[config.mk]
export PLATFORM = sky130hd
export DESIGN_NAME = utf8_cell_width_line_wrap_top
export DESIGN_NICKNAME = d
export VERILOG_FILES = /design/src/rtl/cwlw_pkg.sv /design/src/rtl/cwlw_front.sv /design/src/rtl/cwlw_queue.sv /design/src/rtl/cwlw_back.sv /design/src/rtl/utf8_cell_width_line_wrap_top.sv
export SDC_FILE = /design/constraint.sdc
export NUM_CORES = 1
export LEC_CHECK = 0
export BUFFER_PORTS_ARGS = -buffer_cell sky130_fd_sc_hd__buf_2
export CORE_MARGIN = 2
export CORE_UTILIZATION = 60
export DETAILED_ROUTE_END_ITERATION = 6
export PLACE_DENSITY_LB_ADDON = 0.15
export SYNTH_ARGS = -nofsm -noshare
export SYNTH_HDL_FRONTEND = slang
export SYNTH_SLANG_ARGS = --single-unit
export TNS_END_PERCENT = 1
[constraint.sdc]
create_clock -name clk -period 8.5 [get_ports clk]
set_input_delay 2.125 -clock clk [delete_from_list [all_inputs] [get_ports clk]]
set_output_delay 2.125 -clock clk [all_outputs]
set_load 0.05 [all_outputs]
[src/rtl/cwlw_pkg.sv]
// ----------------------------------------------------------------------------
// cwlw_pkg
// Shared types, constants and functions of the cell-width line wrapper:
// cell width classification and UTF-8 byte generation.
// ----------------------------------------------------------------------------
package cwlw_pkg;

    // cell width classes
    localparam logic [1:0] W_ZERO = 2'd0;
    localparam logic [1:0] W_NEG  = 2'd1;
    localparam logic [1:0] W_ONE  = 2'd2;
    localparam logic [1:0] W_TWO  = 2'd3;

    // register map
    localparam logic REG_IDX_LINE_WIDTH = 1'b0;
    localparam logic [11:0] LINE_WIDTH_RESET = 12'd80;

    // byte constants
    localparam logic [7:0] NEWLINE_BYTE = 8'h0A;
    localparam logic [7:0] CONT_BYTE    = 8'h80;
    localparam logic [7:0] LEAD_2       = 8'hC0;
    localparam logic [7:0] LEAD_3       = 8'hE0;
    localparam logic [7:0] LEAD_4       = 8'hF0;
    localparam logic [7:0] LEAD_5       = 8'hF8;
    localparam logic [7:0] LEAD_6       = 8'hFC;

    // signed count limits
    localparam logic signed [15:0] COUNT_MAX = 16'sh7FFF;
    localparam logic signed [15:0] COUNT_MIN = -16'sh8000;

    // entry handed from the front to the back
    typedef struct packed {
        logic [30:0] cp;
        logic        nl;
        logic [2:0]  len;
    } cwlw_entry_t;

    // queue status seen by both sides
    typedef struct packed {
        logic full;
        logic empty;
    } cwlw_qstat_t;

    // combining intervals, {low, high}
    localparam int ZW_COUNT = 92;
    localparam logic [31:0] ZW_TAB [ZW_COUNT] = '{
        32'h0300_034E, 32'h0360_0362, 32'h0483_0486, 32'h0488_0489,
        32'h0591_05A1, 32'h05A3_05B9, 32'h05BB_05BD, 32'h05BF_05BF,
        32'h05C1_05C2, 32'h05C4_05C4, 32'h064B_0655, 32'h0670_0670,
        32'h06D6_06E4, 32'h06E7_06E8, 32'h06EA_06ED, 32'h0711_0711,
        32'h0730_074A, 32'h07A6_07B0, 32'h0901_0902, 32'h093C_093C,
        32'h0941_0948, 32'h094D_094D, 32'h0951_0954, 32'h0962_0963,
        32'h0981_0981, 32'h09BC_09BC, 32'h09C1_09C4, 32'h09CD_09CD,
        32'h09E2_09E3, 32'h0A02_0A02, 32'h0A3C_0A3C, 32'h0A41_0A42,
        32'h0A47_0A48, 32'h0A4B_0A4D, 32'h0A70_0A71, 32'h0A81_0A82,
        32'h0ABC_0ABC, 32'h0AC1_0AC5, 32'h0AC7_0AC8, 32'h0ACD_0ACD,
        32'h0B01_0B01, 32'h0B3C_0B3C, 32'h0B3F_0B3F, 32'h0B41_0B43,
        32'h0B4D_0B4D, 32'h0B56_0B56, 32'h0B82_0B82, 32'h0BC0_0BC0,
        32'h0BCD_0BCD, 32'h0C3E_0C40, 32'h0C46_0C48, 32'h0C4A_0C4D,
        32'h0C55_0C56, 32'h0CBF_0CBF, 32'h0CC6_0CC6, 32'h0CCC_0CCD,
        32'h0D41_0D43, 32'h0D4D_0D4D, 32'h0DCA_0DCA, 32'h0DD2_0DD4,
        32'h0DD6_0DD6, 32'h0E31_0E31, 32'h0E34_0E3A, 32'h0E47_0E4E,
        32'h0EB1_0EB1, 32'h0EB4_0EB9, 32'h0EBB_0EBC, 32'h0EC8_0ECD,
        32'h0F18_0F19, 32'h0F35_0F35, 32'h0F37_0F37, 32'h0F39_0F39,
        32'h0F71_0F7E, 32'h0F80_0F84, 32'h0F86_0F87, 32'h0F90_0F97,
        32'h0F99_0FBC, 32'h0FC6_0FC6, 32'h102D_1030, 32'h1032_1032,
        32'h1036_1037, 32'h1039_1039, 32'h1058_1059, 32'h17B7_17BD,
        32'h17C6_17C6, 32'h17C9_17D3, 32'h18A9_18A9, 32'h20D0_20E3,
        32'h302A_302F, 32'h3099_309A, 32'hFB1E_FB1E, 32'hFE20_FE23
    };

    // terminal cell width class of a code point
    function automatic logic [1:0] cell_class(input logic [30:0] cp);
        logic        low16;
        logic        zw;
        logic        wide;
        logic [15:0] c;
        low16 = (cp[30:16] == 15'd0);
        c     = cp[15:0];
        zw    = 1'b0;
        for (int i = 0; i < ZW_COUNT; i++)
        begin
            if (c >= ZW_TAB[i][31:16] && c <= ZW_TAB[i][15:0])
            begin
                zw = 1'b1;
            end
        end
        wide = low16 && (
            (c >= 16'h1100 && c <= 16'h115F) ||
            (c >= 16'h2E80 && c <= 16'hA4CF &&
             (c & 16'hFFEE) != 16'h300A && c != 16'h303F) ||
            (c >= 16'hAC00 && c <= 16'hD7A3) ||
            (c >= 16'hF900 && c <= 16'hFAFF) ||
            (c >= 16'hFE30 && c <= 16'hFE6F) ||
            (c >= 16'hFF00 && c <= 16'hFF5F) ||
            (c >= 16'hFFE0 && c <= 16'hFFE6));
        if (cp == 31'd0)
        begin
            return W_ZERO;
        end
        else if (cp < 31'h20 || (cp >= 31'h7F && cp < 31'hA0))
        begin
            return W_NEG;
        end
        else if (low16 && zw)
        begin
            return W_ZERO;
        end
        else if (wide)
        begin
            return W_TWO;
        end
        return W_ONE;
    endfunction

    // number of UTF-8 bytes of a code point
    function automatic logic [2:0] utf8_len(input logic [30:0] cp);
        if (cp < 31'h80)
        begin
            return 3'd1;
        end
        else if (cp < 31'h800)
        begin
            return 3'd2;
        end
        else if (cp < 31'h10000)
        begin
            return 3'd3;
        end
        else if (cp < 31'h200000)
        begin
            return 3'd4;
        end
        else if (cp < 31'h4000000)
        begin
            return 3'd5;
        end
        return 3'd6;
    endfunction

    // byte k of the UTF-8 encoding of cp, which is len bytes long
    function automatic logic [7:0] utf8_byte(
        input logic [30:0] cp,
        input logic [2:0]  len,
        input logic [2:0]  k
    );
        logic [37:0] ext;
        logic [2:0]  m;
        logic [7:0]  slice;
        logic [7:0]  lead;
        ext = {7'd0, cp};
        m   = len - 3'd1 - k;
        case (m)
            3'd0:    slice = ext[7:0];
            3'd1:    slice = ext[13:6];
            3'd2:    slice = ext[19:12];
            3'd3:    slice = ext[25:18];
            3'd4:    slice = ext[31:24];
            3'd5:    slice = ext[37:30];
            default: slice = 8'd0;
        endcase
        case (len)
            3'd2:    lead = LEAD_2;
            3'd3:    lead = LEAD_3;
            3'd4:    lead = LEAD_4;
            3'd5:    lead = LEAD_5;
            3'd6:    lead = LEAD_6;
            default: lead = 8'd0;
        endcase
        if (len == 3'd1)
        begin
            return {1'b0, cp[6:0]};
        end
        else if (k == 3'd0)
        begin
            return lead | slice;
        end
        return CONT_BYTE | {2'b00, slice[5:0]};
    endfunction

endpackage

[src/rtl/cwlw_front.sv]
// ----------------------------------------------------------------------------
// cwlw_front
// Accepts code points, classifies cell width in a first stage, then updates
// the running cell count, decides on an inserted newline and queues the item.
// ----------------------------------------------------------------------------
module cwlw_front (
    input  logic                 clk,
    input  logic                 rst_n,
    input  logic                 push,
    output logic                 full,
    input  logic [30:0]          code_point,
    input  logic [11:0]          line_width,
    input  cwlw_pkg::cwlw_qstat_t qstat,
    output logic                 q_push,
    output cwlw_pkg::cwlw_entry_t q_data
);
    import cwlw_pkg::*;

    logic              a_valid_reg;
    logic              a_valid_next;
    logic [30:0]       a_cp_reg;
    logic [1:0]        a_class_reg;
    logic signed [15:0] count_reg;
    logic signed [15:0] count_next;
    logic signed [16:0] delta;
    logic signed [16:0] sum;
    logic signed [15:0] sat;
    logic              accept;
    logic              wrap;

    // input transfer and stage handoff
    assign full   = a_valid_reg && qstat.full;
    assign accept = push && !full;
    assign q_push = a_valid_reg && !qstat.full;

    always_comb
    begin
        a_valid_next = a_valid_reg;
        if (accept)
        begin
            a_valid_next = 1'b1;
        end
        else if (q_push)
        begin
            a_valid_next = 1'b0;
        end
    end

    // width as a signed step
    always_comb
    begin
        case (a_class_reg)
            W_NEG:   delta = -17'sd1;
            W_ONE:   delta = 17'sd1;
            W_TWO:   delta = 17'sd2;
            default: delta = 17'sd0;
        endcase
    end

    // saturating count update, newline clear and wrap decision
    always_comb
    begin
        sum = {count_reg[15], count_reg} + delta;
        if (sum > 17'sd32767)
        begin
            sat = COUNT_MAX;
        end
        else if (sum < -17'sd32768)
        begin
            sat = COUNT_MIN;
        end
        else
        begin
            sat = sum[15:0];
        end
        if (a_cp_reg == {23'd0, NEWLINE_BYTE})
        begin
            sat = 16'sd0;
        end
        wrap = !sat[15] && (sat[14:0] > {3'd0, line_width});
        count_next = count_reg;
        if (q_push)
        begin
            count_next = wrap ? 16'sd0 : sat;
        end
    end

    assign q_data.cp  = a_cp_reg;
    assign q_data.nl  = wrap;
    assign q_data.len = utf8_len(a_cp_reg);

    // control registers
    always_ff @(posedge clk or negedge rst_n)
    begin
        if (!rst_n)
        begin
            a_valid_reg <= 1'b0;
            count_reg   <= 16'sd0;
        end
        else
        begin
            a_valid_reg <= a_valid_next;
            count_reg   <= count_next;
        end
    end

    // classify stage payload
    always_ff @(posedge clk)
    begin
        if (accept)
        begin
            a_cp_reg    <= code_point;
            a_class_reg <= cell_class(code_point);
        end
    end

endmodule

[src/rtl/cwlw_queue.sv]
// ----------------------------------------------------------------------------
// cwlw_queue
// Short register queue that decouples the classifying front from the byte
// emitting back.
// ----------------------------------------------------------------------------
module cwlw_queue #(
    parameter int DEPTH = 4
) (
    input  logic                  clk,
    input  logic                  rst_n,
    input  logic                  wr,
    input  cwlw_pkg::cwlw_entry_t wr_data,
    input  logic                  rd,
    output cwlw_pkg::cwlw_entry_t rd_data,
    output cwlw_pkg::cwlw_qstat_t qstat
);
    import cwlw_pkg::*;

    localparam int IDX_W = (DEPTH > 1) ? $clog2(DEPTH) : 1;
    localparam int CNT_W = $clog2(DEPTH + 1);
    localparam logic [IDX_W-1:0] LAST_IDX = IDX_W'(DEPTH - 1);
    localparam logic [CNT_W-1:0] FULL_CNT = CNT_W'(DEPTH);

    cwlw_entry_t      slot_reg [DEPTH];
    logic [IDX_W-1:0] wr_ptr_reg;
    logic [IDX_W-1:0] wr_ptr_next;
    logic [IDX_W-1:0] rd_ptr_reg;
    logic [IDX_W-1:0] rd_ptr_next;
    logic [CNT_W-1:0] cnt_reg;
    logic [CNT_W-1:0] cnt_next;
    logic             do_wr;
    logic             do_rd;

    assign qstat.full  = (cnt_reg == FULL_CNT);
    assign qstat.empty = (cnt_reg == '0);
    assign do_wr = wr && !qstat.full;
    assign do_rd = rd && !qstat.empty;
    assign rd_data = slot_reg[rd_ptr_reg];

    // pointer and fill count update
    always_comb
    begin
        wr_ptr_next = wr_ptr_reg;
        rd_ptr_next = rd_ptr_reg;
        cnt_next    = cnt_reg;
        if (do_wr)
        begin
            wr_ptr_next = (wr_ptr_reg == LAST_IDX) ? '0 : wr_ptr_reg + 1'b1;
        end
        if (do_rd)
        begin
            rd_ptr_next = (rd_ptr_reg == LAST_IDX) ? '0 : rd_ptr_reg + 1'b1;
        end
        if (do_wr && !do_rd)
        begin
            cnt_next = cnt_reg + 1'b1;
        end
        else if (do_rd && !do_wr)
        begin
            cnt_next = cnt_reg - 1'b1;
        end
    end

    always_ff @(posedge clk or negedge rst_n)
    begin
        if (!rst_n)
        begin
            wr_ptr_reg <= '0;
            rd_ptr_reg <= '0;
            cnt_reg    <= '0;
        end
        else
        begin
            wr_ptr_reg <= wr_ptr_next;
            rd_ptr_reg <= rd_ptr_next;
            cnt_reg    <= cnt_next;
        end
    end

    // entry storage
    always_ff @(posedge clk)
    begin
        if (do_wr)
        begin
            slot_reg[wr_ptr_reg] <= wr_data;
        end
    end

endmodule

[src/rtl/cwlw_back.sv]
// ----------------------------------------------------------------------------
// cwlw_back
// Walks the queue head byte by byte (optional newline, then UTF-8) into an
// output register that the receiver drains one byte per transfer.
// ----------------------------------------------------------------------------
module cwlw_back (
    input  logic                  clk,
    input  logic                  rst_n,
    input  cwlw_pkg::cwlw_entry_t q_data,
    input  cwlw_pkg::cwlw_qstat_t qstat,
    output logic                  q_pop,
    output logic                  empty,
    input  logic                  pop,
    output logic [7:0]            out_byte,
    output logic                  last_of_item
);
    import cwlw_pkg::*;

    logic       out_valid_reg;
    logic       out_valid_next;
    logic [7:0] byte_reg;
    logic       last_reg;
    logic [2:0] idx_reg;
    logic [2:0] idx_next;
    logic [2:0] total;
    logic [2:0] k;
    logic [7:0] cur_byte;
    logic       cur_last;
    logic       load;
    logic       emit;

    // byte at the current position of the head entry
    assign total    = q_data.len + {2'd0, q_data.nl};
    assign k        = idx_reg - {2'd0, q_data.nl};
    assign cur_last = (idx_reg == total - 3'd1);
    assign cur_byte = (q_data.nl && idx_reg == 3'd0)
                    ? NEWLINE_BYTE : utf8_byte(q_data.cp, q_data.len, k);

    // output register refills when free or being drained
    assign load  = !out_valid_reg || pop;
    assign emit  = load && !qstat.empty;
    assign q_pop = emit && cur_last;

    always_comb
    begin
        out_valid_next = out_valid_reg;
        idx_next       = idx_reg;
        if (load)
        begin
            out_valid_next = !qstat.empty;
        end
        if (emit)
        begin
            idx_next = cur_last ? 3'd0 : idx_reg + 3'd1;
        end
    end

    always_ff @(posedge clk or negedge rst_n)
    begin
        if (!rst_n)
        begin
            out_valid_reg <= 1'b0;
            idx_reg       <= 3'd0;
        end
        else
        begin
            out_valid_reg <= out_valid_next;
            idx_reg       <= idx_next;
        end
    end

    // result payload
    always_ff @(posedge clk)
    begin
        if (emit)
        begin
            byte_reg <= cur_byte;
            last_reg <= cur_last;
        end
    end

    assign empty        = !out_valid_reg;
    assign out_byte     = byte_reg;
    assign last_of_item = last_reg;

endmodule

[src/rtl/utf8_cell_width_line_wrap_top.sv]
// ----------------------------------------------------------------------------
// utf8_cell_width_line_wrap_top
// Cell-width line wrapper: code points in, UTF-8 bytes out, with a newline
// inserted when the running cell count passes the configured line width.
// ----------------------------------------------------------------------------
// Usage:
//   Input queue side: drive code_point and push; a transfer happens on an
//   edge with push high and full low. Items may follow every cycle.
//   Output queue side: while empty is low, out_byte and last_of_item show the
//   oldest byte; it is taken on an edge with pop high. last_of_item marks the
//   final byte caused by one code point.
//   Each code point yields 1 to 7 bytes (an optional inserted newline, then
//   1 to 6 UTF-8 bytes). The byte serializer sends one byte per cycle while
//   the receiver keeps popping, so ASCII text without inserted newlines runs
//   at one item per cycle. The first byte of an item passes the classify
//   stage, then a queue slot and the serializer's output register, before it
//   is on the outputs.
//   When the receiver stalls, the output register holds its byte, the queue
//   fills, and full rises once the classify stage cannot hand off.
//   Reset clears the cell count, the queue and the output register, and sets
//   line_width to 80. line_width is written over the APB port at address 0
//   and should only change while the block is idle.
// ----------------------------------------------------------------------------
module utf8_cell_width_line_wrap_top #(
    parameter int QUEUE_DEPTH = 4
) (
    input  logic        clk,
    input  logic        rst_n,
    // input queue side
    input  logic        push,
    output logic        full,
    input  logic [30:0] code_point,
    // output queue side
    output logic        empty,
    input  logic        pop,
    output logic [7:0]  out_byte,
    output logic        last_of_item,
    // configuration
    input  logic        psel,
    input  logic        penable,
    input  logic        pwrite,
    input  logic [2:0]  paddr,
    input  logic [31:0] pwdata,
    output logic [31:0] prdata,
    output logic        pready
);
    import cwlw_pkg::*;

    logic        [11:0] line_width_reg;
    logic        [11:0] line_width_next;
    logic               cfg_wr;
    cwlw_qstat_t        qstat;
    cwlw_entry_t        q_wr_data;
    cwlw_entry_t        q_rd_data;
    logic               q_push;
    logic               q_pop;

    // configuration register
    assign pready = 1'b1;
    assign cfg_wr = psel && penable && pwrite && pready;

    always_comb
    begin
        line_width_next = line_width_reg;
        if (cfg_wr && paddr[2] == REG_IDX_LINE_WIDTH)
        begin
            line_width_next = pwdata[11:0];
        end
    end

    always_ff @(posedge clk or negedge rst_n)
    begin
        if (!rst_n)
        begin
            line_width_reg <= LINE_WIDTH_RESET;
        end
        else
        begin
            line_width_reg <= line_width_next;
        end
    end

    assign prdata = (paddr[2] == REG_IDX_LINE_WIDTH) ? {20'd0, line_width_reg} : 32'd0;

    // front: classify and count
    cwlw_front u_front (
        .clk        (clk),
        .rst_n      (rst_n),
        .push       (push),
        .full       (full),
        .code_point (code_point),
        .line_width (line_width_reg),
        .qstat      (qstat),
        .q_push     (q_push),
        .q_data     (q_wr_data)
    );

    // decoupling queue
    cwlw_queue #(
        .DEPTH (QUEUE_DEPTH)
    ) u_queue (
        .clk     (clk),
        .rst_n   (rst_n),
        .wr      (q_push),
        .wr_data (q_wr_data),
        .rd      (q_pop),
        .rd_data (q_rd_data),
        .qstat   (qstat)
    );

    // back: byte serializer
    cwlw_back u_back (
        .clk          (clk),
        .rst_n        (rst_n),
        .q_data       (q_rd_data),
        .qstat        (qstat),
        .q_pop        (q_pop),
        .empty        (empty),
        .pop          (pop),
        .out_byte     (out_byte),
        .last_of_item (last_of_item)
    );

    // queue status is consistent
    a_qstat_sane : assert property (@(posedge clk) disable iff (!rst_n)
        !(qstat.full && qstat.empty))
        else $error("queue reports full and empty together");

    // a configuration transfer lands in the register
    a_cfg_write : assert property (@(posedge clk) disable iff (!rst_n)
        (cfg_wr && paddr[2] == REG_IDX_LINE_WIDTH) |=> line_width_reg == $past(pwdata[11:0]))
        else $error("line_width write lost");

    // full only while the front holds an item and the queue is full
    a_full_src : assert property (@(posedge clk) disable iff (!rst_n)
        full |-> qstat.full)
        else $error("full raised with room in the queue");

    // the queue is never read while empty
    a_no_underflow : assert property (@(posedge clk) disable iff (!rst_n)
        q_pop |-> !qstat.empty)
        else $error("queue read while empty");

endmodule

* Yosys cells after proc, flatten, opt, wreduce, memory -nomap -nowiden
Memory sizes are Yosys's and may differ from the RTL's.
Cells that the tools add are included.
** Storage, ports and cells
- Memories :: 1
- Register bits after elaboration :: 82
- Bits of input ports :: 73
- Output and inout bits :: 44
- Word-level logic and storage cells :: 538
- RAM bits :: 140
** Cells by class
- Mux-type cells :: 135
- Bitwise operators :: 4
- Reduce and logical (&&, ||, !) cells :: 143
- Add/subtract/negate cells :: 11
- Equality and inequality tests :: 21
- Magnitude comparators :: 209
** Memories
- u_queue.slot_reg :: words 4, bits a word 35, rd ports 1, clocked after Yosys merged registers in 0, wr ports 1, RTL line cwlw_queue.sv:24 : cwlw_entry_t slot_reg [DEPTH];
** Operators with widths (count)
- $ge 16x12->1 const B :: 60
- $le 16x12->1 const B :: 60
- $ge 16x11->1 const B :: 16
- $le 16x11->1 const B :: 16
- $ge 16x13->1 const B :: 10
- $le 16x13->1 const B :: 10
- $le 16x16->1 const B :: 8
- $logic_and 1x1->1 :: 118
- $ge 16x16->1 const B :: 7
- $mux 1 :: 109
- $ge 16x14->1 const B :: 4
- $mux 16 :: 4
- $lt 31x8->1 const B :: 2
- $pmux 17 s3 :: 1
- $le 16x14->1 const B :: 3
- $pmux 8 s6 :: 1
- $pmux 8 s5 :: 1
- $ge 16x10->1 const B :: 2
- $le 16x10->1 const B :: 2
- $eq 31x4->1 const B :: 1
- $ge 31x7->1 const B :: 1
- $logic_not 31->1 :: 1
- $lt 31x12->1 const B :: 1
- $lt 31x17->1 const B :: 1
- 33 further kinds :: 84

* Logic depth before layout (Yosys ltp)
Gate-level depths: netlist (run 1).
- Depth in word-level cells :: 102
- Gate-level depth with buffers :: 23
- Gate-level depth less buffers :: 21

* Modules after synthesis
Synthesis (run 1) repeated with hierarchy kept, for this count alone.
** Unflattened totals
- Cell total of the unflattened synthesis :: 1252
- Area total of the unflattened synthesis :: 13833.3 um2
** By module, submodules not included
- cwlw_front :: sequential area each 1416.4 um2, cells each 837, area an instance 6248.5 um2, instances 1
- cwlw_queue :: sequential area each 4379.2 um2, cells each 220, area an instance 5555.3 um2, instances 1
- cwlw_back :: sequential area each 370.4 um2, cells each 133, area an instance 1272.5 um2, instances 1
- utf8_cell_width_line_wrap_top :: sequential area each 302.8 um2, cells each 62, area an instance 757.0 um2, instances 1

* Least setup slack after synthesis (run 1)
OpenSTA, ideal clock, no wires.
- Path type :: input to output
- From :: in paddr[2]
- To :: out prdata[10]
- Data required time :: 6.375 ns
- Path slack :: 3.408 ns
- Arrival :: 2.967 ns
- Path buffers :: 1
- Stages on the path :: 2
- Path through :: clkbuf_1 > nor2_1
** Between the ends
- Longest elaborated chain between the ends :: 1
** RTL lines
- start: declaration :: RTL line utf8_cell_width_line_wrap_top.sv:42 : input logic [2:0] paddr,
- $mux 12 :: RTL line utf8_cell_width_line_wrap_top.sv:83 : assign prdata = (paddr[2] == REG_IDX_LINE_WIDTH) ? {20'd0, line_width_reg} : 32'd0;
- end: declaration :: RTL line utf8_cell_width_line_wrap_top.sv:44 : output logic [31:0] prdata,
Every way passes these cells.

* Final worst setup path (run 1)
- From :: reg u_front.a_class_reg[0]
- To :: reg u_front.count_reg[1]
** Between the ends
- Longest elaborated chain between the ends :: 10
- Elaborated cells on any way between the ends :: 14
- Classes of those cells :: add/sub (1); order compare (3); eq/ne (3); mux (5); reduce/logical (2)
** RTL lines
- start: declaration :: RTL line cwlw_front.sv:22 : logic [1:0] a_class_reg;
- start signal: assignment :: RTL line cwlw_front.sv:113 : a_class_reg <= cell_class(code_point);
- $eq 2x2->1 / $eq 2x1->1 (equally long branches) :: RTL line cwlw_front.sv:52 : case (a_class_reg)
- $pmux 17 s3 (*) :: RTL line cwlw_front.sv:52
- $add 17x17->17 (*) :: RTL line cwlw_front.sv:63 : sum = {count_reg[15], count_reg} + delta;
- $lt 17x16->1 :: RTL line cwlw_front.sv:68 : else if (sum < -17'sd32768)
- $mux 16 :: RTL line cwlw_front.sv:68
- $mux 16 (*) :: RTL line cwlw_front.sv:64 : if (sum > 17'sd32767)
- $mux 16 (*) :: RTL line cwlw_front.sv:76 : if (a_cp_reg == {23'd0, NEWLINE_BYTE})
- $gt 15x12->1 / $logic_not 1->1 (equally long branches) :: RTL line cwlw_front.sv:80 : wrap = !sat[15] && (sat[14:0] > {3'd0, line_width});
- $logic_and 1x1->1 :: RTL line cwlw_front.sv:80
- $mux 16 (*) :: RTL line cwlw_front.sv:84 : count_next = wrap ? 16'sd0 : sat;
- end signal: assignment :: RTL line cwlw_front.sv:103 : count_reg <= count_next;
- end: declaration :: RTL line cwlw_front.sv:23 : logic signed [15:0] count_reg;
Every way passes the cells marked *; elsewhere a longest branch is shown, timed or not.
A chain may end at the register's enable or synchronous reset.

==> results of run 1 <==
-- synth_stat cells, drive strengths merged (29+ instances only) --
| cell type | n | area (µm²) |
|---|---|---|
| buf | 75 | 432 |
| a21oi | 73 | 365 |
| nand2 | 93 | 349 |
| ha | 43 | 538 |
| o21ai | 65 | 325 |
| nand4 | 32 | 200 |
| nor3 | 29 | 145 |
| inv | 46 | 173 |
| nor2 | 74 | 278 |
| edfxtp | 182 | 5470 |
| nand3 | 39 | 195 |
| dfrtp | 38 | 951 |
| clkbuf | 44 | 165 |
-- worst reg2reg max path, cell delays in order (launching register included) --
cell and delay, ps:
edfxtp_1 410, ha_1 460, or2_2 420, ha_1 290
a211oi_1 310, o211ai_1 200, a21oi_1 240, mux2i_1 320
nor3_1 100, nor2_1 680, o21ai_0 390, ha_1 290
nor2b_1 100, o21ai_0 70, nand2b_1 70, a21oi_1 60
o211ai_1 240, a22oi_1 130, o21bai_2 680, o21ai_1 170
-- cells in the final DEF (no fill, tap or decap), drive strengths merged, types with 10 or more instances in the layout --
master	netlist	final
o21ai	65	65
o2111ai	13	13
ha	43	43
nor2	74	74
a31oi	10	10
a21o	17	17
or4	13	13
and3	25	25
conb	2	21
nor2b	16	16
mux4	27	27
nand3	39	39
a211oi	10	10
or2	11	11
o22ai	16	16
a21oi	73	73
o31ai	18	18
nand2	93	93
inv	46	47
clkbuf	44	30
nor3	29	29
mux2i	19	19
nor4bb	11	11
nand4	32	32
nor4	27	27
dfrtp	38	38
edfxtp	182	182
xor2	11	11
o211ai	15	15
clkinv	1	10
buf	75	92
nor4b	18	18
xnor2	12	12
mux2	19	19
-- routing by layer --
layer  GRT usage  up-vias  wire length, µm
li1            -     5048                -
met1       0.417     5236            15300
met2       0.510      712            17700
met3      0.0583      160             3600
met4       0.172        0             2330
met5           0        -                0
-- layout make-up --
type,instances,area (µm²)
flip-flops and latches,222,6470
clock buffers,30,622
inverters,47,176
repair buffers,92,508
multi-input cells,930,6650
fillers,1739,7700
well taps,285,357
clock inverters,12,96.3
-- logic make-up (layout without fill, tap and decap cells) --
group | count (synthesis) | in the layout
fa+ha+maj | 46 | 46
mux | 65 | 65
other cells | 2 | 21
xor+xnor | 24 | 24
flops | 222 | 222
buf+inv | 166 | 181
compound gates | 314 | 314
simple gates | 460 | 460
-- power groups by stage --
stage                     logic [mW]  registers [mW]  clock network, mW
after floorplan                 1.61            1.70                  0
after global routing            2.35            1.69               1.00
after global placement          2.11            1.67                  0
final                           2.17            1.66              0.942
after detailed placement        2.13            1.69                  0
after CTS                       2.16            1.67              0.955
-- path summary, 6_finish.rpt --
check | slack [ps] | end | cells after the start | start
hold reg to reg | 480 | u_front.count_reg[11] | 2 | u_front.count_reg[11]
hold / removal | 480 | u_front.count_reg[11] | 2 | u_front.count_reg[11]
max in group asynchronous | 6080 | u_queue.rd_ptr_reg[0] | 1 | rst_n
min in group asynchronous | 1760 | u_back.idx_reg[2] | 1 | rst_n
setup reg to reg | 2700 | u_front.count_reg[1] | 19 | u_front.a_class_reg[0]
setup / recovery | 2700 | u_front.count_reg[1] | 19 | u_front.a_class_reg[0]
==> out/qor.txt, run 1 <==
min Tclk post-route -> 5800 ps
Max Cap Viol -> 0
Layout area overhead -> 7.83%
max frequency -> 172 MHz
sw frac -> 0.396
Logic pwr share -> 0.455
diodes inserted -> 0
kind of critical path -> flip-flop to flip-flop
final hold violation count -> 0
clk buf depth -> 3
Power Internal -> 2.88 mW
CP Buf/Inv Count -> 0
PD cells -> 321 nW/µm²
Cell Area, Placed -> 14,200 µm²
Syn Inst Count -> 1,299
largest net degree at the start of global routing -> 55
clock sink total -> 222
CP max stage delay -> 680 ps
HPWL Detailed -> 26,200 µm
Post-synth ARST share -> 0.180
simple-gate portion of the synthesized area -> 0.191
Netlist cell types -> 85
post-CTS setup buffer count -> 0
multiplexer share of the synthesized area -> 0.0734
Static Leakage -> 5.45 nW
post-synthesis cell area -> 13,800 µm²
post-synthesis compound-gate area fraction -> 0.151
Slew Viols, Final -> 0
setup TNS -> 0 ps
Final Instance Area -> 14,900 µm²
final worst path period share -> 0.682
CTS H-Tree Depth -> 1
GRT Total Usage -> 0.319
worst slew pin tran -> 1270 ps
CP Data Required Time -> 8860 ps
Die Span Y -> 156 µm
Final setup violation count -> 0
most used cell, CP -> ha_1
CTS clock-pin slew for the worst setup and hold paths -> 60 ps
Die ar. -> 24,200 µm²
number of global-route vias before repair -> 10,800
Finished Core Util -> 0.659
Syn. warnings -> 0
DR iter-0 viols -> 1,296
layout cells sized above 1 -> 0.155
vias -> 11,200
max reg flops -> 140
Core Area -> 22,600 µm²
DR vias/cell -> 6.89
post-synthesis sequential area ratio -> 0.469
drt pass-1 iters -> 5
CP arrival -> 6160 ps
Post-Synth XOR/XNOR Area -> 0.0162
RSZ-0062 raised after global routing -> no
Syn Area/Cell -> 10.6 µm²
status -> completed
Post-Route Skew -> 37.3 ps
Hold WC Path Type -> flip-flop to flip-flop
Post-synth EDFFs -> 182
die width -> 156 µm
WL/cell -> 24.1 µm
initial antenna violation count -> 0
#FFs+latches synth -> 222
Clk pwr share -> 0.197
worst-path cell chain -> ha_1, or2_2, ha_1, a211oi_1, o211ai_1, a21oi_1, mux2i_1, nor3_1, nor2_1, o21ai_0, ha_1, nor2b_1, o21ai_0, nand2b_1, a21oi_1, o211ai_1, a22oi_1, o21bai_2, o21ai_1
final std cells w/o fill -> 1,618
delay-heaviest family, CP -> compound AO/OA/AOI/OAI gates
power share of the sequential group -> 0.348
CTS Buf Count -> 23
cts repair resizes -> 0
Post-Synth Adder-Cell Area -> 0.0434
I/O pins -> 117
pre-CTS setup slack -> 2700 ps
CTS tree -> done
num rows -> 55
Total Power -> 4.78 mW
# nets final -> 1,435
crit-path max FO -> 17
Synth Flop Type -> edfxtp_1
Worst path slowest cell -> nor2_1
largest family of logic cells by synthesized area -> simple AND/OR/NAND/NOR gates
DRT antenna net count -> 0
relative slew slack -> 0.149
placer congestion estimate -> 1.04
Worst Setup End Kind -> flip-flop
first-pass GRT wire length -> 60,000 µm
Startpoint Class -> flip-flop
global route overflow -> 0
peak supply drop -> 207 µV
DRC Markers -> 0
Initial Utilization -> 0.611
clk_lat worst skew -> 520 ps
switching pwr -> 1.89 mW
Placed Cells -> 1,576
setup ws final -> 2700 ps
final WL -> 39,000 µm
IO buf count -> 73
hold slack final -> 484 ps
hold_buf cts -> 0
CTS root buf -> clkbuf_16
Power figures use the tool's default switching activity.
==> inputs of run 2 (changes only) <==
--- a/config.mk
+++ b/config.mk
@@ -7,7 +7,7 @@
 export LEC_CHECK = 0
 export BUFFER_PORTS_ARGS = -buffer_cell sky130_fd_sc_hd__buf_2
 export CORE_MARGIN = 2
-export CORE_UTILIZATION = 60
+export CORE_UTILIZATION = 55
 export DETAILED_ROUTE_END_ITERATION = 6
 export PLACE_DENSITY_LB_ADDON = 0.15
 export SYNTH_ARGS = -nofsm -noshare
==> constraint.sdc (replaced) <==
create_clock -name clk -period 4.84 [get_ports clk]
set_input_delay 1.21 -clock clk [delete_from_list [all_inputs] [get_ports clk]]
set_output_delay 1.21 -clock clk [all_outputs]
set_load 0.05 [all_outputs]
==> out/qor.txt, run 2 (synthesis gave the netlist of run 1 again) <==
status -> completed
initial antenna violation count -> 1
HPWL Detailed -> 29,400 µm
Register Area -> 6470 µm²
Layout area overhead -> 13.9%
Finished Core Util -> 0.642
largest net degree at the start of global routing -> 41
Slew Viols, Final -> 0
Die Span Y -> 162 µm
clock sink total -> 222
worst reg2reg startpoint -> u_front.a_class_reg[0]
Post-Route Skew -> 32.3 ps
PD cells -> 566 nW/µm²
layout cells sized above 1 -> 0.216
final-layout fill cell count -> 1,923
worst slew pin tran -> 969 ps
relative slew slack -> 0.354
Crit Reg-Reg Endpoint -> u_front.count_reg[7]
CTS root buf -> clkbuf_16
GRT Total Usage -> 0.322
Final setup violation count -> 0
Static Leakage -> 5.88 nW
IO buf count -> 73
DRT antenna net count -> 0
CP arrival -> 5060 ps
die width -> 162 µm
crit-path max FO -> 11
DR iter-0 viols -> 1,399
Max Cap Viol -> 0
CTS clock-pin slew for the worst setup and hold paths -> 60 ps
worst-path cell chain -> ha_1, or2_2, fa_2, a211oi_2, o21bai_1, o21a_1, o41a_1, o21a_1, and2_4, buf_4, a21oi_1, inv_1, ha_1, a21o_1, a21oi_2, o211ai_1, a22oi_2, o21bai_2, buf_6, o31ai_1
number of global-route vias before repair -> 11,500
commonest non-fill, non-tap cell in the layout -> edfxtp_1
CTS tree -> done
area of the multi-input gates -> 6780 µm²
DRC Markers -> 0
num rows -> 57
R2R depth -> 20
CTS Buf Count -> 23
Die ar. -> 26,400 µm²
Hold WC Path Type -> flip-flop to flip-flop
hold depth -> 2
most frequent cells in the layout -> edfxtp_1, nand2_1, buf_4, nor2_1, buf_2
global route overflow -> 0
drt pass-1 iters -> 6
max reg flops -> 140
Worst Setup End Kind -> flip-flop
kind of critical path -> flip-flop to flip-flop
max frequency -> 215 MHz
startpoint of the worst hold path -> u_front.count_reg[4]
final hold violation count -> 0
placer congestion estimate -> 1.05
hold slack final -> 488 ps
Core Area -> 24,500 µm²
# nets final -> 1,513
WL/cell -> 24.4 µm
R2R Setup Slk -> 190 ps
hold_buf cts -> 0
Initial Utilization -> 0.564
DR vias/cell -> 6.72
min Tclk post-route -> 4650 ps
CP max stage delay -> 480 ps
clk_lat worst skew -> 510 ps
CTS H-Tree Depth -> 1
Startpoint Class -> flip-flop
CP Data Required Time -> 5250 ps
I/O pins -> 117
final worst path period share -> 0.960
peak supply drop -> 779 µV
first-pass GRT wire length -> 65,900 µm
Worst path slowest cell -> o41a_1
Worst Hold End -> u_front.count_reg[4]
vias -> 11,600
final WL -> 42,400 µm
clk buf depth -> 3
==> run 2: changes by cell type in the layout (fill, tap and decap cells not counted), moves of 2 or more <==
| cell | change |
|---|---|
| buf_4 | +74 |
| a21oi_4 | +3 |
| a211oi_2 | +2 |
| a211oi_1 | -2 |
| o31ai_1 | -8 |
| clkinv_2 | -4 |
| o31ai_2 | +8 |
| bufinv_16 | +2 |
| a21oi_1 | -8 |
| a21oi_2 | +5 |
| buf_12 | +3 |
| clkbuf_1 | +3 |
==> run 2: timing repair <==
| action | in CTS | in global routing |
|---|---|---|
| buffers inserted | 0 | 3 |
| gates cloned | 0 | 0 |
| gates resized for setup | 5 | 27 |
| pin swaps | 1 | 8 |
| endpoints found under the setup margin | 17 | 17 |
==> run 2: final cells by class <==
type                       count  area share
inverter                      47      0.0112
timing repair buffer         170      0.0722
clock buffer                  32      0.0394
clock inverter                 8     0.00796
multi-input combinational    930       0.431
antenna                        1    0.000159
tap                          324      0.0258
sequential                   222       0.412
==> run 2: per-layer routing <==
layer  GRT usage  vias to the layer above  part of all wire
met1       0.430                     5593              0.40
met3      0.0435                      155             0.081
met2       0.530                      693              0.47
li1            -                     5206                 -
met5           0                        -                 0
met4       0.144                        0             0.050
==> run 2: how the worst max path moves through the flow <==
stage                                 from                     to  cells after the start
detailed placement  u_front.a_class_reg[0]   u_front.count_reg[8]                     21
global placement    u_front.a_class_reg[0]  u_front.count_reg[10]                     20
CTS                 u_front.a_class_reg[0]   u_front.count_reg[8]                     20
floorplan           u_front.a_class_reg[0]   u_front.count_reg[3]                     21
global route        u_front.a_class_reg[0]   u_front.count_reg[8]                     20
finish              u_front.a_class_reg[0]   u_front.count_reg[7]                     20
==> run 2: power by group <==
part,total [mW],switching (mW),internal (mW)
clock,1.74,0.683,1.06
sequential,2.89,0.210,2.68
combinational,4.26,2.60,1.67
total,8.89,3.49,5.40
==> run 2: critical path: cells and delay by family, from the launching register on <==
kind / cells / cell delay, ps
AO/OA/AOI/OAI: 12 / 2310
adder cells (fa/ha/maj): 3 / 880
AND/OR/NAND/NOR: 2 / 550
flip-flops: 1 / 400
buffers and inverters: 3 / 390
==> run 2: stage by stage <==
step	area (µm²)	TNS (ps)	power, mW	setup slack (ps)	cells
6_report	15700	0	8.89	193	1734
5_1_grt	15700	-71.2	9.42	-15.1	1734
4_1_cts	15600	0	8.75	17.3	1730
3_5_place_dp	14800	-1330	6.93	-106	1690
3_3_place_gp	14800	-26.6	6.82	-14.2	1690
2_1_floorplan	13900	0	5.81	12.0	1318
==> inputs of run 3 (changes only) <==
--- a/config.mk
+++ b/config.mk
@@ -5,8 +5,8 @@
 export SDC_FILE = /design/constraint.sdc
 export NUM_CORES = 1
 export LEC_CHECK = 0
-export BUFFER_PORTS_ARGS = -buffer_cell sky130_fd_sc_hd__buf_2
-export CORE_MARGIN = 2
+export BUFFER_PORTS_ARGS = -buffer_cell sky130_fd_sc_hd__buf_4
+export CORE_MARGIN = 3
 export CORE_UTILIZATION = 55
 export DETAILED_ROUTE_END_ITERATION = 6
 export PLACE_DENSITY_LB_ADDON = 0.15
==> out/qor.txt, run 3 (synthesis gave the netlist of run 1 again) <==
CP Data Required Time -> 5250 ps
Finished Core Util -> 0.641
DRC Markers -> 0
placer congestion estimate -> 1.03
Register Area -> 6470 µm²
CTS Buf Count -> 23
clk_lat worst skew -> 520 ps
Total Power -> 9.01 mW
number of global-route vias before repair -> 11,000
clk buf depth -> 3
Die Span Y -> 164 µm
drt pass-1 iters -> 5
Worst Hold End -> u_front.count_reg[5]
DR iter-0 viols -> 1,417
Hold WC Path Type -> flip-flop to flip-flop
global route overflow -> 0
# nets final -> 1,474
CTS clock-pin slew for the worst setup and hold paths -> 80 ps
Core Area -> 24,500 µm²
Worst Setup End Kind -> flip-flop
commonest non-fill, non-tap cell in the layout -> edfxtp_1
die width -> 164 µm
Crit Reg-Reg Endpoint -> u_front.count_reg[3]
Final setup violation count -> 0
relative slew slack -> 0.199
clock sink total -> 222
kind of critical path -> flip-flop to flip-flop
IO buf count -> 73
pre-CTS setup slack -> -159 ps
diodes inserted -> 0
DR vias/cell -> 6.72
vias -> 11,400
area of the multi-input gates -> 6860 µm²
hold depth -> 2
initial antenna violation count -> 0
CTS H-Tree Depth -> 1
GRT Total Usage -> 0.309
layout cells sized above 1 -> 0.205
max frequency -> 214 MHz
status -> completed
Final Instance Area -> 15,700 µm²
final WL -> 42,200 µm
Startpoint Class -> flip-flop
DRT antenna net count -> 0
CP max stage delay -> 480 ps
I/O pins -> 117
WL/cell -> 24.9 µm
CTS root buf -> clkbuf_16
Post-Route Skew -> 44.7 ps
R2R depth -> 22
first-pass GRT wire length -> 64,800 µm
RSZ-0062 raised after global routing -> yes
num rows -> 57
CP arrival -> 5090 ps
crit-path max FO -> 7
Slew Viols, Final -> 0
worst-path cell chain -> ha_4, inv_2, ha_4, fa_2, a211oi_2, o21bai_1, o21a_2, o41a_1, nor3_4, nor2_4, buf_6, a21oi_4, inv_2, ha_1, a21o_1, a21o_1, a21oi_2, o211ai_1, a22oi_2, o21bai_4, buf_6, o31ai_1
setup ws final -> 162 ps
min Tclk post-route -> 4680 ps
HPWL Detailed -> 28,600 µm
Initial Utilization -> 0.564
most frequent cells in the layout -> edfxtp_1, buf_4, nand2_1, nor2_1, a21oi_1
worst reg2reg startpoint -> u_front.a_class_reg[0]
final-layout fill cell count -> 1,928
setup TNS -> 0 ps
Cell Area, Placed -> 14,700 µm²
Layout area overhead -> 13.7%
final hold violation count -> 0
Die ar. -> 27,000 µm²
startpoint of the worst hold path -> u_front.count_reg[5]
largest net degree at the start of global routing -> 55
final worst path period share -> 0.966
Max Cap Viol -> 0
Static Leakage -> 5.75 nW
PD cells -> 574 nW/µm²
max reg flops -> 140
R2R Setup Slk -> 160 ps
peak supply drop -> 471 µV
Worst path slowest cell -> o41a_1
worst slew pin tran -> 1200 ps
CTS tree -> done
==> run 3: cell types whose count changed in the layout (fill, tap and decap cells not counted), sizes merged <==
cell / change
buf: -39
clkinv: +4
diode: -1
clkinvlp: +2
inv: +2
clkbuf: -6
==> run 3: stage by stage <==
stage                     hold WS [ps]  std cells
after CTS                          492       1693
final                              499       1696
after global placement             470       1651
after global routing               523       1696
after detailed placement           475       1651
after floorplan                    453       1318
==> run 3: worst max-delay path by stage <==
stage                                start                     to  cells past startpoint
global route        u_front.a_class_reg[0]   u_front.count_reg[6]                     22
detailed placement  u_front.a_class_reg[0]   u_front.count_reg[4]                     20
CTS                 u_front.a_class_reg[0]  u_front.count_reg[10]                     20
floorplan           u_front.a_class_reg[0]   u_front.count_reg[3]                     21
global placement    u_front.a_class_reg[0]  u_front.count_reg[13]                     20
finish              u_front.a_class_reg[0]   u_front.count_reg[3]                     22
==> run 3: critical path, delay by kind of cell (launching register included) <==
family | cells | cell delay [ps]
AOI/OAI and AO/OA | 12 | 2390
adders and majority gates | 4 | 990
DFF | 1 | 430
buffers and inverters | 4 | 400
and+or+nand+nor | 2 | 360
==> run 3: cell type report <==
class | count | share of cell area
Multi-Input combinational cell | 930 | 0.437
Clock buffer | 26 | 0.0380
Tap cell | 324 | 0.0258
Clock inverter | 16 | 0.0112
Timing Repair Buffer | 131 | 0.0639
Sequential cell | 222 | 0.412
Inverter | 47 | 0.0112
==> run 3: timing repair <==
item | in CTS | in global routing
gates resized for setup | 5 | 48
pin swaps | 1 | 17
cloned | 0 | 1
buffers inserted | 0 | 2
hold buffers | 0 | 0
endpoints found under the setup margin | 17 | 17
==> run 3: metal layers <==
layer / track usage / vias to the layer above / wire length (µm)
li1: - / 5125 / -
met5: 0 / - / 0
met4: 0.132 / 0 / 1920
met2: 0.489 / 606 / 19800
met1: 0.424 / 5544 / 17100
met3: 0.0499 / 126 / 3370
==> run 3: power by group <==
group / total [mW] / internal (mW) / switching (mW)
Clock: 1.79 / 1.06 / 0.730
Sequential: 2.89 / 2.68 / 0.209
Combinational: 4.33 / 1.73 / 2.60
Total: 9.01 / 5.47 / 3.54
